--- src/rtl/core/lalc_pkg.sv ---
// Shared types and constants for the line assembler ARQ link controller.
// Used by the configuration, controller, datapath and top-level modules.
// No dependencies.
package lalc_pkg;

  // Default depth of one line buffer.
  localparam int MAX_LINE_DEF = 32;

  // Configuration register widths and reset values.
  localparam int MR_W  = 4;
  localparam int LL_W  = 6;
  localparam int MIC_W = 4;

  localparam logic [MR_W-1:0]  RETRY_BUDGET_RST = MR_W'(3);
  localparam logic [LL_W-1:0]  LINE_LIMIT_RST   = LL_W'(26);
  localparam logic [MIC_W-1:0] MIC_LENGTH_RST   = MIC_W'(4);

  // Register indexes on the configuration port.
  localparam logic [1:0] REG_RETRY_BUDGET = 2'd0;
  localparam logic [1:0] REG_LINE_LIMIT   = 2'd1;
  localparam logic [1:0] REG_MIC_LENGTH   = 2'd2;

  // Frame and serial constants.
  localparam logic [7:0] FRAME_HEADER = 8'h02;
  localparam logic [7:0] CR_CHAR      = 8'h0D;

  // Input event kinds.
  localparam logic [2:0] REQ_BYTE    = 3'd0;
  localparam logic [2:0] REQ_TICK    = 3'd1;
  localparam logic [2:0] REQ_RX_OK   = 3'd2;
  localparam logic [2:0] REQ_RX_FAIL = 3'd3;
  localparam logic [2:0] REQ_TX_DONE = 3'd4;

  typedef enum logic [1:0] {
    CMD_NONE   = 2'd0,
    CMD_LISTEN = 2'd1,
    CMD_SEND   = 2'd2
  } radio_cmd_t;

  // Commands from the controller to the datapath.
  typedef struct packed {
    logic       take_byte;
    logic       stream_start;
    logic       load_one;
    logic       load_stream;
    radio_cmd_t res_cmd;
    logic       res_nack;
    logic       res_deliver;
  } dp_cmd_t;

  // Status from the datapath to the controller.
  typedef struct packed {
    logic out_free;
    logic stream_last;
    logic line_done;
  } dp_stat_t;

endpackage

--- src/rtl/core/lalc_cfg.sv ---
// APB-style configuration registers of the line assembler ARQ link controller.
// Depends on lalc_pkg for register indexes, widths and reset values.
module lalc_cfg (
  input  logic                     clk,
  input  logic                     rst_n,
  input  logic                     cfg_psel,
  input  logic                     cfg_penable,
  input  logic                     cfg_pwrite,
  input  logic [3:0]               cfg_paddr,
  input  logic [31:0]              cfg_pwdata,
  output logic [31:0]              cfg_prdata,
  output logic                     cfg_pready,
  output logic [lalc_pkg::MR_W-1:0]  retry_budget,
  output logic [lalc_pkg::LL_W-1:0]  line_limit,
  output logic [lalc_pkg::MIC_W-1:0] mic_length
);
  import lalc_pkg::*;

  logic [MR_W-1:0]  retry_budget_r;
  logic [LL_W-1:0]  line_limit_r;
  logic [MIC_W-1:0] mic_length_r;
  logic             wr_en;
  logic [1:0]       reg_idx;

  assign cfg_pready = 1'b1;
  assign reg_idx    = cfg_paddr[3:2];
  assign wr_en      = cfg_psel && cfg_penable && cfg_pwrite && cfg_pready;

  always_ff @(posedge clk) begin
    if (!rst_n) begin
      retry_budget_r <= RETRY_BUDGET_RST;
      line_limit_r   <= LINE_LIMIT_RST;
      mic_length_r   <= MIC_LENGTH_RST;
    end else if (wr_en) begin
      unique case (reg_idx)
        REG_RETRY_BUDGET: retry_budget_r <= cfg_pwdata[MR_W-1:0];
        REG_LINE_LIMIT:   line_limit_r   <= cfg_pwdata[LL_W-1:0];
        REG_MIC_LENGTH:   mic_length_r   <= cfg_pwdata[MIC_W-1:0];
        default: ;
      endcase
    end
  end

  always_comb begin
    unique case (reg_idx)
      REG_RETRY_BUDGET: cfg_prdata = 32'(retry_budget_r);
      REG_LINE_LIMIT:   cfg_prdata = 32'(line_limit_r);
      REG_MIC_LENGTH:   cfg_prdata = 32'(mic_length_r);
      default:          cfg_prdata = 32'd0;
    endcase
  end

  assign retry_budget = retry_budget_r;
  assign line_limit   = line_limit_r;
  assign mic_length   = mic_length_r;

endmodule

--- src/rtl/core/lalc_datapath.sv ---
// Datapath: line buffers, frame length, frame byte streaming and the result register.
// Depends on lalc_pkg; driven by commands from lalc_ctrl.
module lalc_datapath #(
  parameter int MAX_LINE = lalc_pkg::MAX_LINE_DEF
) (
  input  logic                       clk,
  input  logic                       rst_n,
  input  logic [7:0]                 serial_byte,
  input  logic [lalc_pkg::LL_W-1:0]  line_limit,
  input  logic [lalc_pkg::MIC_W-1:0] mic_length,
  input  lalc_pkg::dp_cmd_t          cmd,
  output lalc_pkg::dp_stat_t         stat,
  output logic                       out_tvalid,
  input  logic                       out_tready,
  output logic [15:0]                out_tdata,  // radio_cmd, nack, deliver_rx, frame_byte, pad
  output logic [0:0]                 out_tuser,  // frame_valid
  output logic                       out_tlast
);
  import lalc_pkg::*;

  localparam int IW = $clog2(MAX_LINE);
  localparam int CW = $clog2(MAX_LINE + 1);
  localparam int KW = $clog2(MAX_LINE + 2);

  // Two line banks: one collects serial bytes while the other holds the frame payload.
  // Completing a line swaps the banks instead of copying.
  logic [7:0]    mem_r [2][MAX_LINE];
  logic          line_bank_r;
  logic [CW-1:0] line_count_r;
  logic [CW-1:0] frame_count_r;
  logic [7:0]    frame_length_r;
  logic [7:0]    rd_q_r;
  logic [CW-1:0] pay_idx_r, pay_idx_nxt;
  logic [KW-1:0] pos_r, pos_nxt;

  logic [CW-1:0] count_eff, count_inc;
  logic [LL_W:0] limit_eff;
  logic          line_done;

  logic          out_valid_r;
  radio_cmd_t    out_cmd_r;
  logic          out_nack_r, out_deliver_r, out_fvalid_r, out_last_r;
  logic [7:0]    out_byte_r;
  logic [7:0]    stream_byte;
  logic          stream_last;
  logic          out_free;

  always_comb begin
    count_eff = (line_count_r >= CW'(MAX_LINE)) ? '0 : line_count_r;
    count_inc = count_eff + CW'(1);
    if (line_limit == '0 || (LL_W+1)'(line_limit) > (LL_W+1)'(MAX_LINE)) begin
      limit_eff = (LL_W+1)'(MAX_LINE);
    end else begin
      limit_eff = (LL_W+1)'(line_limit);
    end
    line_done = (serial_byte == CR_CHAR) || ((LL_W+1)'(count_inc) >= limit_eff);
  end

  always_ff @(posedge clk) begin
    if (cmd.take_byte) begin
      mem_r[line_bank_r][count_eff[IW-1:0]] <= serial_byte;
    end
  end

  always_ff @(posedge clk) begin
    if (!rst_n) begin
      line_bank_r    <= 1'b0;
      line_count_r   <= '0;
      frame_count_r  <= '0;
      frame_length_r <= '0;
    end else if (cmd.take_byte) begin
      if (line_done) begin
        line_bank_r    <= ~line_bank_r;
        line_count_r   <= '0;
        frame_count_r  <= count_inc;
        frame_length_r <= 8'(count_inc) + 8'(mic_length);
      end else begin
        line_count_r <= count_inc;
      end
    end
  end

  // The read register always holds the payload byte at pay_idx_r.
  always_comb begin
    pos_nxt     = pos_r;
    pay_idx_nxt = pay_idx_r;
    if (cmd.stream_start) begin
      pos_nxt     = '0;
      pay_idx_nxt = '0;
    end else if (cmd.load_stream) begin
      pos_nxt = pos_r + KW'(1);
      if (pos_r >= KW'(2)) begin
        pay_idx_nxt = pay_idx_r + CW'(1);
      end
    end
  end

  always_ff @(posedge clk) begin
    rd_q_r <= mem_r[~line_bank_r][pay_idx_nxt[IW-1:0]];
  end

  always_ff @(posedge clk) begin
    if (!rst_n) begin
      pos_r     <= '0;
      pay_idx_r <= '0;
    end else begin
      pos_r     <= pos_nxt;
      pay_idx_r <= pay_idx_nxt;
    end
  end

  always_comb begin
    if (pos_r == KW'(0)) begin
      stream_byte = FRAME_HEADER;
    end else if (pos_r == KW'(1)) begin
      stream_byte = frame_length_r;
    end else begin
      stream_byte = rd_q_r;
    end
    stream_last = (pos_r == KW'(frame_count_r) + KW'(1));
  end

  assign out_free = !out_valid_r || out_tready;

  always_ff @(posedge clk) begin
    if (!rst_n) begin
      out_valid_r <= 1'b0;
    end else if (cmd.load_one || cmd.load_stream) begin
      out_valid_r <= 1'b1;
    end else if (out_tready) begin
      out_valid_r <= 1'b0;
    end
  end

  always_ff @(posedge clk) begin
    if (cmd.load_one) begin
      out_cmd_r     <= cmd.res_cmd;
      out_nack_r    <= cmd.res_nack;
      out_deliver_r <= cmd.res_deliver;
      out_byte_r    <= 8'd0;
      out_fvalid_r  <= 1'b0;
      out_last_r    <= 1'b1;
    end else if (cmd.load_stream) begin
      out_cmd_r     <= CMD_SEND;
      out_nack_r    <= 1'b0;
      out_deliver_r <= 1'b0;
      out_byte_r    <= stream_byte;
      out_fvalid_r  <= 1'b1;
      out_last_r    <= stream_last;
    end
  end

  assign out_tvalid = out_valid_r;
  assign out_tdata  = {4'd0, out_byte_r, out_deliver_r, out_nack_r, out_cmd_r};
  assign out_tuser  = out_fvalid_r;
  assign out_tlast  = out_last_r;

  assign stat.out_free    = out_free;
  assign stat.stream_last = stream_last;
  assign stat.line_done   = line_done;

endmodule

--- src/rtl/core/lalc_ctrl.sv ---
// Controller: event decode, stop-and-wait ARQ state and result sequencing.
// Depends on lalc_pkg; commands lalc_datapath through dp_cmd_t.
module lalc_ctrl (
  input  logic                      clk,
  input  logic                      rst_n,
  input  logic                      in_tvalid,
  output logic                      in_tready,
  input  logic [2:0]                req_type,
  input  logic [7:0]                ack_marker,
  input  logic [lalc_pkg::MR_W-1:0] retry_budget,
  input  lalc_pkg::dp_stat_t        stat,
  output lalc_pkg::dp_cmd_t         cmd
);
  import lalc_pkg::*;

  typedef enum logic [1:0] {
    ST_IDLE,
    ST_ONE,
    ST_STREAM
  } state_t;

  state_t          state_r, state_nxt;
  logic            line_ready_r, line_ready_nxt;
  logic            sending_r, sending_nxt;
  logic            waiting_r, waiting_nxt;
  logic            failed_r, failed_nxt;
  logic [MR_W-1:0] retries_r, retries_nxt;
  radio_cmd_t      res_cmd_r, res_cmd_nxt;
  logic            res_nack_r, res_nack_nxt;
  logic            res_deliver_r, res_deliver_nxt;
  logic            radio_event;

  assign in_tready = (state_r == ST_IDLE);

  always_comb begin
    state_nxt       = state_r;
    line_ready_nxt  = line_ready_r;
    sending_nxt     = sending_r;
    waiting_nxt     = waiting_r;
    failed_nxt      = failed_r;
    retries_nxt     = retries_r;
    res_cmd_nxt     = res_cmd_r;
    res_nack_nxt    = res_nack_r;
    res_deliver_nxt = res_deliver_r;
    radio_event     = 1'b0;
    cmd             = '0;
    cmd.res_cmd     = res_cmd_r;
    cmd.res_nack    = res_nack_r;
    cmd.res_deliver = res_deliver_r;

    unique case (state_r)
      ST_IDLE: begin
        if (in_tvalid) begin
          state_nxt       = ST_ONE;
          res_cmd_nxt     = CMD_NONE;
          res_nack_nxt    = 1'b0;
          res_deliver_nxt = 1'b0;
          unique case (req_type)
            REQ_BYTE: begin
              cmd.take_byte = 1'b1;
              if (stat.line_done) begin
                line_ready_nxt = 1'b1;
              end
            end
            REQ_TICK: begin
              if (!sending_r && line_ready_r) begin
                line_ready_nxt = 1'b0;
                retries_nxt    = retry_budget;
                sending_nxt    = 1'b1;
              end
              if (failed_r) begin
                failed_nxt   = 1'b0;
                res_nack_nxt = 1'b1;
              end
            end
            REQ_RX_OK: begin
              if (ack_marker == 8'd0) begin
                res_deliver_nxt = 1'b1;
              end else begin
                sending_nxt = 1'b0;
                waiting_nxt = 1'b0;
                res_cmd_nxt = CMD_LISTEN;
              end
            end
            REQ_RX_FAIL: begin
              radio_event = 1'b1;
              if (waiting_r) begin
                if (retries_r != '0) begin
                  retries_nxt = retries_r - MR_W'(1);
                end
                // An exhausted budget fails the frame and stops sending.
                if (retries_nxt == '0) begin
                  failed_nxt  = 1'b1;
                  waiting_nxt = 1'b0;
                  sending_nxt = 1'b0;
                end
              end
            end
            REQ_TX_DONE: begin
              radio_event = 1'b1;
            end
            default: ;
          endcase

          if (radio_event) begin
            if (!sending_nxt) begin
              res_cmd_nxt = CMD_LISTEN;
            end else begin
              waiting_nxt      = 1'b1;
              res_cmd_nxt      = CMD_SEND;
              state_nxt        = ST_STREAM;
              cmd.stream_start = 1'b1;
            end
          end
        end
      end
      ST_ONE: begin
        if (stat.out_free) begin
          cmd.load_one = 1'b1;
          state_nxt    = ST_IDLE;
        end
      end
      ST_STREAM: begin
        if (stat.out_free) begin
          cmd.load_stream = 1'b1;
          if (stat.stream_last) begin
            state_nxt = ST_IDLE;
          end
        end
      end
      default: state_nxt = ST_IDLE;
    endcase
  end

  always_ff @(posedge clk) begin
    if (!rst_n) begin
      state_r       <= ST_IDLE;
      line_ready_r  <= 1'b0;
      sending_r     <= 1'b0;
      waiting_r     <= 1'b0;
      failed_r      <= 1'b0;
      retries_r     <= '0;
      res_cmd_r     <= CMD_NONE;
      res_nack_r    <= 1'b0;
      res_deliver_r <= 1'b0;
    end else begin
      state_r       <= state_nxt;
      line_ready_r  <= line_ready_nxt;
      sending_r     <= sending_nxt;
      waiting_r     <= waiting_nxt;
      failed_r      <= failed_nxt;
      retries_r     <= retries_nxt;
      res_cmd_r     <= res_cmd_nxt;
      res_nack_r    <= res_nack_nxt;
      res_deliver_r <= res_deliver_nxt;
    end
  end

endmodule

--- src/rtl/core/line_assembler_arq_link_controller.sv ---
// Line assembler with a stop-and-wait ARQ link controller. Serial bytes build a
// line that ends at carriage return or at line_limit (MAX_LINE when line_limit is
// zero or above MAX_LINE); poll ticks and radio events drive sending with a retry
// budget. One input event is taken at a time. An event that gives a single result
// passes through ST_ONE, which loads the result register once it is free, and
// the next event is taken after that load.
// A send command streams 2 + N frame bytes (N payload bytes, at most MAX_LINE)
// one per cycle while out_tready holds; the single result register carries each
// frame byte.
// The line buffer needs no clearing after reset. Depends on lalc_pkg, lalc_cfg,
// lalc_ctrl and lalc_datapath.
module line_assembler_arq_link_controller #(
  parameter int MAX_LINE = lalc_pkg::MAX_LINE_DEF
) (
  input  logic        clk,
  input  logic        rst_n,
  input  logic        in_tvalid,
  output logic        in_tready,
  input  logic [15:0] in_tdata,   // serial_byte, ack_marker
  input  logic [2:0]  in_tuser,   // req_type
  output logic        out_tvalid,
  input  logic        out_tready,
  output logic [15:0] out_tdata,  // radio_cmd, nack, deliver_rx, frame_byte, pad
  output logic [0:0]  out_tuser,  // frame_valid
  output logic        out_tlast,
  input  logic        cfg_psel,
  input  logic        cfg_penable,
  input  logic        cfg_pwrite,
  input  logic [3:0]  cfg_paddr,
  input  logic [31:0] cfg_pwdata,
  output logic [31:0] cfg_prdata,
  output logic        cfg_pready
);
  import lalc_pkg::*;

  logic [MR_W-1:0]  retry_budget;
  logic [LL_W-1:0]  line_limit;
  logic [MIC_W-1:0] mic_length;
  dp_cmd_t          dp_cmd;
  dp_stat_t         dp_stat;

  lalc_cfg u_cfg (
    .clk          (clk),
    .rst_n        (rst_n),
    .cfg_psel     (cfg_psel),
    .cfg_penable  (cfg_penable),
    .cfg_pwrite   (cfg_pwrite),
    .cfg_paddr    (cfg_paddr),
    .cfg_pwdata   (cfg_pwdata),
    .cfg_prdata   (cfg_prdata),
    .cfg_pready   (cfg_pready),
    .retry_budget (retry_budget),
    .line_limit   (line_limit),
    .mic_length   (mic_length)
  );

  lalc_ctrl u_ctrl (
    .clk          (clk),
    .rst_n        (rst_n),
    .in_tvalid    (in_tvalid),
    .in_tready    (in_tready),
    .req_type     (in_tuser),
    .ack_marker   (in_tdata[15:8]),
    .retry_budget (retry_budget),
    .stat         (dp_stat),
    .cmd          (dp_cmd)
  );

  lalc_datapath #(
    .MAX_LINE (MAX_LINE)
  ) u_datapath (
    .clk         (clk),
    .rst_n       (rst_n),
    .serial_byte (in_tdata[7:0]),
    .line_limit  (line_limit),
    .mic_length  (mic_length),
    .cmd         (dp_cmd),
    .stat        (dp_stat),
    .out_tvalid  (out_tvalid),
    .out_tready  (out_tready),
    .out_tdata   (out_tdata),
    .out_tuser   (out_tuser),
    .out_tlast   (out_tlast)
  );

endmodule
--- config.mk ---
export PLATFORM = sky130hd
export DESIGN_NAME = line_assembler_arq_link_controller
export DESIGN_NICKNAME = d
export VERILOG_FILES = /design/src/rtl/core/lalc_pkg.sv /design/src/rtl/core/lalc_cfg.sv /design/src/rtl/core/lalc_datapath.sv /design/src/rtl/core/lalc_ctrl.sv /design/src/rtl/core/line_assembler_arq_link_controller.sv
export SDC_FILE = /design/constraint.sdc
export NUM_CORES = 1
export LEC_CHECK = 0
export ABC_AREA = 0
export BUFFER_PORTS_ARGS = -buffer_cell sky130_fd_sc_hd__buf_2
export CORE_ASPECT_RATIO = 0.75
export CORE_MARGIN = 3
export CORE_UTILIZATION = 45
export CTS_BUF_LIST = sky130_fd_sc_hd__clkbuf_8
export CTS_CLUSTER_DIAMETER = 40
export DETAILED_ROUTE_END_ITERATION = 8
export PLACE_DENSITY_LB_ADDON = 0.25
export SLEW_MARGIN = 5
export SYNTH_ARGS = -nofsm -noshare
export SYNTH_HDL_FRONTEND = slang
export SYNTH_HIERARCHICAL = 1
export SYNTH_SLANG_ARGS = --single-unit
--- constraint.sdc ---
create_clock -name clk -period 3.7 [get_ports clk]
set_input_delay 0.74 -clock clk [delete_from_list [all_inputs] [get_ports clk]]
set_output_delay 0.74 -clock clk [all_outputs]
set_load 0.1 [all_outputs]
# Word level (Yosys, flattened, before mapping)
# Memory sizes are Yosys's and may differ from the RTL's.
# Index checks and enable logic that the tools add are counted.
[op_classes] addsub=6 magnitude_cmp=7 n_eq_ne=19 muxes=75 n_bitwise=4 n_reduce_logical=34
[ops] operator="$mux 256" count=1
[ops] operator="$bmux 8 s5" count=1
[ops] operator="$demux 8 s5" count=1
[ops] operator="$mux 8" count=5
[ops] operator="$mux 1" count=35
[ops] operator="$mux 4" count=7
[ops] operator="$add 6x1->6 const B" count=4
[ops] operator="$mux 2" count=12
[ops] operator="$ge 6x6->1 const B" count=3
[ops] operator="$mux 6" count=3
[ops] operator="$pmux 6 s3" count=1
[ops] operator="$mux 5" count=3
[ops] operator="$reduce_and 5->1" count=3
[ops] operator="$ne 2x1->1 const B" count=7
[ops] operator="$logic_not 6->1" count=2
[ops] operator="$not 5->6" count=2
[ops] operator="$reduce_and 2->1" count=6
[ops] operator="$eq 8x4->1 const B" count=1
[ops] operator="$logic_not 8->1" count=1
[ops] operator="$pmux 4 s2" count=1
[ops] operator="$reduce_bool 2->1" count=4
[ops] operator="$add 6x4->7" count=1
[ops] operator="$eq 3x2->1 const B" count=2
[ops] operator="$eq 6x1->1 const B" count=1
[ops] operator="other kinds (24)" count=38
[totals] regBits=84 ram_bits=512 in_bits=62 out_inout_bits=53 wordCells=173 mem_count=1
[memory_table] name="u_datapath.mem_r" depth=2 width=256 rd=1 rd_clocked_by_memory_dff=0 wr=1 line="lalc_datapath.sv:27" rtl="logic [7:0] mem_r [2][MAX_LINE];"

# Depth between registers and ports, before layout
# Gate-level depths: netlist of the first run.
[depth] ltp_word=21 ltp_mapped=17 depth_no_buf=14

# Hierarchy
# The synthesis of the first run kept the hierarchy.
[by_module_without_submodules] mod="lalc_datapath" n_inst=1 cells_each=1247 area_each_um2=22616.7 seq_area_each_um2=16495.8
[by_module_without_submodules] mod="lalc_ctrl" n_inst=1 cells_each=107 area_each_um2=932.1 seq_area_each_um2=280.3
[by_module_without_submodules] mod="lalc_cfg" n_inst=1 cells_each=111 area_each_um2=928.4 seq_area_each_um2=280.3

# Least setup slack after synthesis of the first run
# Ideal clock, no wire load.
[synth_timing] path_type="input port to output port" start="input port cfg_paddr[2]" end="output port cfg_prdata[2]" arrival_ps=3116 t_required_ps=2960 setup_slack_ps=-156 cell_stages=3 n_path_buf=1 cell_sequence="buf_4 mux2i_1 o21ai_0"
[synth_via] elab_chain_len=2 word_cells_on_any_way=4 classes_between="eq/ne (2); mux (1); reduce/logical (1)"
[synth_lines] element="start, declared" line="line_assembler_arq_link_controller.sv:29" rtl="input logic [3:0] cfg_paddr,"
[synth_lines] element="$eq 2x2->1 (tied with other cells)" line="lalc_cfg.sv:45" rtl="unique case (reg_idx)"
[synth_lines] element="$pmux 6 s3 (*)" line="lalc_cfg.sv:45"
[synth_lines] element="end, declared" line="line_assembler_arq_link_controller.sv:31" rtl="output logic [31:0] cfg_prdata,"
# Every way passes the cells marked *; elsewhere a longest branch is shown, timed or not.

==> out/summary.txt, run 1 <==
Status = finished, final reports clean
Final core utilization = 0.537
Synth top area share = 0.633
Netlist Area Pre-Place = 24500 sq um
Sw frac = 0.227
Share of cells above drive strength 1 = 0.312
Count leader, synth = edfxtp_1
Area contributors post-synth = edfxtp_1 63%, mux4_2 11%, dfxtp_1 6.4%, mux2i_1 1.8%, nor2_1 1.7%
Sequential element share of the synthesized area = 0.697
Total length of routed wires = 59400 um
Synth area leader = edfxtp_1
Period utilization = 0.965
Synth Area per Inst = 16.7 sq um
Post-route worst setup slack = 128 ps
Clock sinks = 594
ANT cells = 0
Total of max-cap violations = 0
Worst hold margin = 329 ps
DRT iter0 DRCs = 1450
Total core area = 53300 sq um
Max transition margin = 0.439
Most frequent cells after synthesis = 516 x edfxtp_1, 122 x mux4_2, 114 x nor2_1, 94 x nand2_1, 78 x dfxtp_1
CP Capture Type = flip-flop
IO Pins = 115
Grt ovf = 0
CTS tree = built
Gpl congestion = 0.848
CTS Buf Count = 89
Die Ht = 208 um
Hold_sp = cfg_pwdata[5]
Filler instances = 4333
Crit path DAT = 4090 ps
Crit. Startpoint = u_ctrl/retries_r[1]$_SDFFE_PN0P_
Clk buf depth = 3
Die area = 57300 sq um
Setup WS pre-CTS = -355 ps
Setup violators final = 0
Slew @ Worst Pin = 838 ps
Area occupied by multi-input gates = 6920 sq um
First-pass GRT wire length = 88600 um
R2r startpoint = u_ctrl/retries_r[1]$_SDFFE_PN0P_
Reg area = 17100 sq um
Clock Skew = 38.0 ps
Total power = 12.7 mW
Final net count = 1817
Final Critical Period = 3570 ps
Area growth syn-to-layout = 17.1%
Peak supply drop = 360 uV
PwrDens = 443 nW/um^2
Worst Path Required = 4220 ps
Setup crit start kind = flip-flop
Routed vias/inst = 5.59
Ys async rst share = 0
CP Class = reg -> reg
Distinct cell type count after synthesis = 91
# H-tree levels = 3
Initial antenna violation count = 2
Flops & latches, synth = 594
Sequential power share = 0.574
Chip Width = 275 um
Internal power = 9.81 mW
Top_reg_cell synth = edfxtp_1
Drt wl/cell = 23.6 um
Via Count = 14100
Clock power frac = 0.394
Detail Route Antenna Nets = 0
FMAX = 0.280 GHz
Vias in the first global route = 14100
HP Class = in -> reg
DPL Wire Length = 38700 um
Final Hold Fails = 0
Worst-Skew Late Latency = 670 ps
Root buf cell = clkbuf_8
IO Port Bufs = 55
Yosys warns = 6
CTS clk-pin slew, worst paths = 60 ps
Total global-route track usage = 0.207
Hold-fix buffers, CTS = 0
DRC = 0
Leak = 9.85 nW
Largest net degree at the start of global routing = 65
Post-synth EDFFs = 516
Slew Viols, Final = 0
# rows = 73
Synthesized instance count = 1465
TritonRoute pass-1 iters = 7
Critical-path maximum fanout = 11
Initial Util = 0.459
Psw = 2.89 mW
Comb pwr share = 0.032
-- power by group through the flow --
stage / registers [mW] / clock network, mW / logic [mW]
CTS: 7.28 / 5.12 / 0.406
global route: 7.28 / 5.44 / 0.430
detailed placement: 7.43 / 0 / 0.406
floorplan: 7.44 / 0 / 0.262
global placement: 7.43 / 0 / 0.397
finish: 7.28 / 5.00 / 0.406
-- cells in the final DEF, fill, tap and decap left out, types with 7 or more instances in the layout --
| cell | n |
|---|---|
| edfxtp_1 | 516 |
| buf_4 | 188 |
| mux4_2 | 122 |
| nor2_1 | 113 |
| clkbuf_8 | 95 |
| nand2_1 | 94 |
| dfxtp_1 | 76 |
| buf_2 | 55 |
| inv_1 | 47 |
| a21oi_1 | 42 |
| mux2i_1 | 40 |
| nand3_1 | 34 |
| conb_1 | 31 |
| o22ai_1 | 23 |
| nand2b_1 | 20 |
| o21ai_0 | 19 |
| clkinv_1 | 15 |
| ha_1 | 15 |
| nor2b_1 | 12 |
| a22oi_2 | 10 |
| or3_1 | 9 |
| xnor2_1 | 9 |
| xor2_1 | 9 |
| nand4_1 | 9 |
| buf_12 | 9 |
| o21ai_1 | 8 |
| and2_1 | 8 |
| clkinv_2 | 7 |
| a22oi_1 | 7 |
| and4b_1 | 7 |
-- metrics by stage --
step / cell area [sq um] / std cells / TNS [ps]
floorplan: 24600 / 1493 / 0
global placement: 26600 / 2347 / -2120
detailed placement: 26600 / 2347 / -2500
CTS: 28300 / 2505 / -1.52
global route: 28700 / 2514 / -67.1
finish: 28700 / 2514 / 0
-- state kept, by name, summed over array words and instances (netlist names), 2 cells and up --
name                       count
u_datapath/mem_r             512
u_datapath/out_byte_r          8
u_datapath/rd_q_r              8
u_datapath/frame_length_r      7
u_cfg/line_limit               6
u_datapath/frame_count_r       6
u_datapath/line_count_r        6
u_datapath/pos_r               6
u_datapath/pay_idx_r           5
u_cfg/mic_length               4
u_cfg/retry_budget             4
u_ctrl/retries_r               4
u_ctrl/res_cmd_r               2
u_ctrl/state_r                 2
u_datapath/out_cmd_r           2
-- critical path, stage by stage (launching register included) --
cell and delay (ps):
dfxtp_1 320, inv_1 60, ha_4 180, xnor2_2 140, a32oi_2 150, o211ai_2 280, nor2_4 70, buf_4 160
or3b_2 430, o31ai_1 100, or2_4 270, buf_6 170, buf_12 150, buf_12 140, mux4_2 320, mux2i_1 150
a22oi_1 130, and4b_1 240
-- repair_timing --
item                       in CTS  in global routing
setup endpoints to repair       8                  8
buffers inserted                3                  4
gates cloned                    0                  5
gates resized for setup         9                 32
pin swaps                       1                 10
-- layout make-up --
cell class                 instances  area share
clock buffer                      95      0.0456
sequential                       594       0.595
multi-input combinational        772       0.241
inverter                          19     0.00249
clock inverter                    60      0.0114
tap                              712      0.0311
timing repair buffer             262      0.0727
-- worst paths after layout --
check | to | slack [ps] | cells past startpoint
setup / recovery | u_datapath/rd_q_r[5]$_DFF_P_ | 130 | 17
hold / removal | u_cfg/line_limit[5]$_SDFFE_PN0P_ | 330 | 3
setup reg to reg | u_datapath/rd_q_r[5]$_DFF_P_ | 130 | 17
hold reg to reg | u_ctrl/res_deliver_r$_SDFFE_PN0P_ | 450 | 2
-- cell families after synthesis --
kind of cell,count (synthesis),synth area share
DFF,594,0.697
and+or+nand+nor,372,0.0777
muxes,170,0.133
AOI/OAI and AO/OA,163,0.0442
buffers and inverters,127,0.0322
xor gates and xnor gates,19,0.00680
adders and majority gates,17,0.00900
other,3,0.000460
-- routing by layer --
layer  GRT usage  vias to the layer above  share of wire
met5           0                        -              0
li1            -                     6227              -
met3      0.0487                       98          0.080
met2       0.301                      483           0.44
met4      0.0502                        0          0.019
met1       0.316                     7257           0.46
Power figures use the tool's default switching activity.
==> inputs of run 2 (changes only) <==
--- a/config.mk
+++ b/config.mk
@@ -7,8 +7,8 @@
 export LEC_CHECK = 0
 export ABC_AREA = 0
 export BUFFER_PORTS_ARGS = -buffer_cell sky130_fd_sc_hd__buf_2
+export CAP_MARGIN = 20
 export CORE_ASPECT_RATIO = 0.75
-export CORE_MARGIN = 3
 export CORE_UTILIZATION = 45
 export CTS_BUF_LIST = sky130_fd_sc_hd__clkbuf_8
 export CTS_CLUSTER_DIAMETER = 40
==> run 2 against run 1 <==
Against the previous run: die area decreased by 3.3%; power grew 0.51%; non-clock buffer count down 14; wire length decreased by 3.2%; first-iteration DRC count down 2.9%; clock-buffer cell count fell by 1; cell area decreased by 0.76%; critical path type unchanged; critical endpoint is now u_datapath/rd_q_r[3]$_DFF_P_; combinational power shrank 1%; largest cell class unchanged; sequential power hardly changed.
==> out/summary.txt, run 2 (synthesized netlist as in run 1, its figures left out) <==
Clock power frac = 0.398 (+0.004)
Drt wl/cell = 22.9 um (-2.9%)
Dpl cell area = 26600 sq um (-0.27%)
Peak supply drop = 347 uV (-3.7%)
Flop2flop setup slack = 90 ps (-40 ps)
Total global-route track usage = 0.212 (+0.00467)
IO Pins = 115 (unchanged)
Final Critical Period = 3610 ps (+38.4 ps)
Non-filler cells, final = 2507 (-0.28%)
Routed vias/inst = 5.54 (-1.1%)
FF-to-FF path depth = 17 (unchanged)
Filler instances = 4426 (+2.1%)
Status = finished, final reports clean
Vias in the first global route = 13800 (-2.1%)
Crit path DAT = 4150 ps (+60 ps)
# H-tree levels = 3 (unchanged)
TritonRoute pass-1 iters = 7 (unchanged)
DPL Wire Length = 38100 um (-1.6%)
ANT cells = 0 (unchanged)
Finished layout cell area = 28400 sq um (-0.76%)
Comb pwr share = 0.031 (about the same)
Die area = 55300 sq um (-3.3%)
Root buf cell = clkbuf_8
Final net count = 1804 (-0.72%)
CTS clk-pin slew, worst paths = 70 ps (about the same)
PwrDens = 449 nW/um^2 (+1.3%)
CTS Buf Count = 90 (+1.1%)
Leak = 9.76 nW (-0.89%)
CP Class = reg -> reg
Setup crit start kind = flip-flop
Slew Viols, Final = 0 (unchanged)
Sw frac = 0.223 (-0.00393)
First-pass GRT wire length = 86300 um (-2.6%)
Period utilization = 0.976 (+0.0104)
Max transition margin = 0.357 (-0.0815)
CP Capture Type = flip-flop
Worst-Skew Late Latency = 660 ps (about the same)
Total core area = 53300 sq um (unchanged)
DRC = 0 (unchanged)
Initial Util = 0.459 (unchanged)
HP Class = in -> reg
Largest net degree at the start of global routing = 65 (unchanged)
Gpl congestion = 0.906 (+6.8%)
R2r startpoint = u_ctrl/retries_r[0]$_SDFFE_PN0P_
FMAX = 0.277 GHz (-1.1%)
Max reg flops = 512 (unchanged)
Detail Route Antenna Nets = 0 (unchanged)
Total of max-cap violations = 0 (unchanged)
Total power = 12.8 mW (+0.51%)
Setup crit end = u_datapath/rd_q_r[3]$_DFF_P_
Crit. Startpoint = u_ctrl/retries_r[0]$_SDFFE_PN0P_
Grt ovf = 0 (unchanged)
Internal power = 9.91 mW (+1.0%)
Critical-path maximum fanout = 8 (-3)
Setup violators final = 0 (unchanged)
Area growth syn-to-layout = 16.2%
Share of cells above drive strength 1 = 0.303 (-0.00937)
Final Hold Fails = 0 (unchanged)
Psw = 2.85 mW (-1.2%)
Clock Skew = 26.5 ps (-11.6 ps)
Slew @ Worst Pin = 962 ps (+123 ps)
Die Ht = 204 um (-1.9%)
Setup tns final = 0 ps (unchanged)
Leading cell type in the layout, fill and taps excluded = edfxtp_1
Most frequent cells in the layout = 516 x edfxtp_1, 181 x buf_4, 122 x mux4_2
Via Count = 13900 (-1.3%)
Initial antenna violation count = 2 (unchanged)
Hold-fix buffers, CTS = 0 (unchanged)
CTS tree = built
Critical R2R Capture = u_datapath/rd_q_r[3]$_DFF_P_
Sequential power share = 0.571 (-0.003)
# rows = 73 (unchanged)
Placed insts = 2340 (-0.30%)
Clock sinks = 594 (unchanged)
Worst hold margin = 325 ps (-4.17 ps)
Total length of routed wires = 57500 um (-3.2%)
Clk buf depth = 3 (unchanged)
Worst Path Required = 4240 ps (+20 ps)
Chip Width = 271 um (-1.5%)
DRT iter0 DRCs = 1408 (-2.9%)
IO Port Bufs = 55 (unchanged)
run 2: changes by cell type in the layout (fill, tap and decap cells not counted), moves of 5 or more:
cell        before  now
a22oi_1          7   15
a22oi_2         10    2
buf_4          188  181
clkinvlp_4       0    6
clkbuf_16        5    0
inv_8            5    0
run 2: area by class of cell:
| type | count | area (sq um) | area share |
|---|---|---|---|
| tap | 712 | 891 | 0.0313 |
| clock buffer | 94 | 1290 | 0.0455 |
| clock inverter | 68 | 380 | 0.0134 |
| sequential | 594 | 17100 | 0.600 |
| inverter | 19 | 71.3 | 0.00251 |
| multi-input combinational | 772 | 6890 | 0.242 |
| timing repair buffer | 248 | 1860 | 0.0653 |
run 2: metal layers:
layer	share of wire	up-vias	GRT usage	routed length, um
met5	0	-	0	0
met4	0.017	0	0.0488	983
met1	0.46	7128	0.319	26600
met3	0.082	69	0.0550	4740
li1	-	6200	-	-
met2	0.44	481	0.308	25200
run 2: worst min path at each step:
stage,cells past startpoint,to,startpoint,slack (ps)
floorplan,2,u_datapath/out_byte_r[7]$_SDFFE_PP0P_,u_datapath/rd_q_r[7]$_DFF_P_,420
global placement,2,u_ctrl/res_deliver_r$_SDFFE_PN0P_,u_ctrl/res_deliver_r$_SDFFE_PN0P_,440
detailed placement,2,u_datapath/frame_length_r[5]$_SDFFE_PN0P_,u_datapath/frame_length_r[5]$_SDFFE_PN0P_,450
CTS,3,u_cfg/line_limit[5]$_SDFFE_PN0P_,cfg_pwdata[5],280
global route,3,u_cfg/line_limit[4]$_SDFFE_PN1P_,cfg_pwdata[4],300
finish,3,u_cfg/line_limit[5]$_SDFFE_PN0P_,cfg_pwdata[5],320
run 2: critical path, stage by stage (launching register included):
cell and delay (ps):
dfxtp_2 340, inv_2 50, ha_4 170, nor2b_2 160, a32oi_2 250, o211ai_2 150, nor2_2 150, buf_4 170
buf_4 160, nor2_1 50, mux2i_1 230, buf_4 190, and2_1 290, nand3_1 300, o22ai_1 410, nor3_2 110
buf_4 150, and4b_1 170
run 2: metrics by stage:
step            util  worst slack [ps]
2_1_floorplan      -               179
3_3_place_gp   0.498              -327
3_5_place_dp   0.498              -350
4_1_cts        0.531              30.7
5_1_grt        0.533             -10.3
6_report       0.533              89.8
run 2: what timing repair did:
| item | 4_1_cts | 5_1_grt |
|---|---|---|
| pin swaps | 4 | 6 |
| buffers inserted | 4 | 1 |
| setup endpoints to repair | 8 | 8 |
| gates cloned | 1 | 0 |
| gates resized for setup | 9 | 21 |
run 2: power groups by stage:
stage                     Clock (mW)  Combinational (mW)  Sequential [mW]
final                           5.07               0.401             7.28
after global routing            5.48               0.424             7.28
after CTS                       5.19               0.403             7.28
after detailed placement           0               0.403             7.43
after global placement             0               0.395             7.43
after floorplan                    0               0.262             7.44
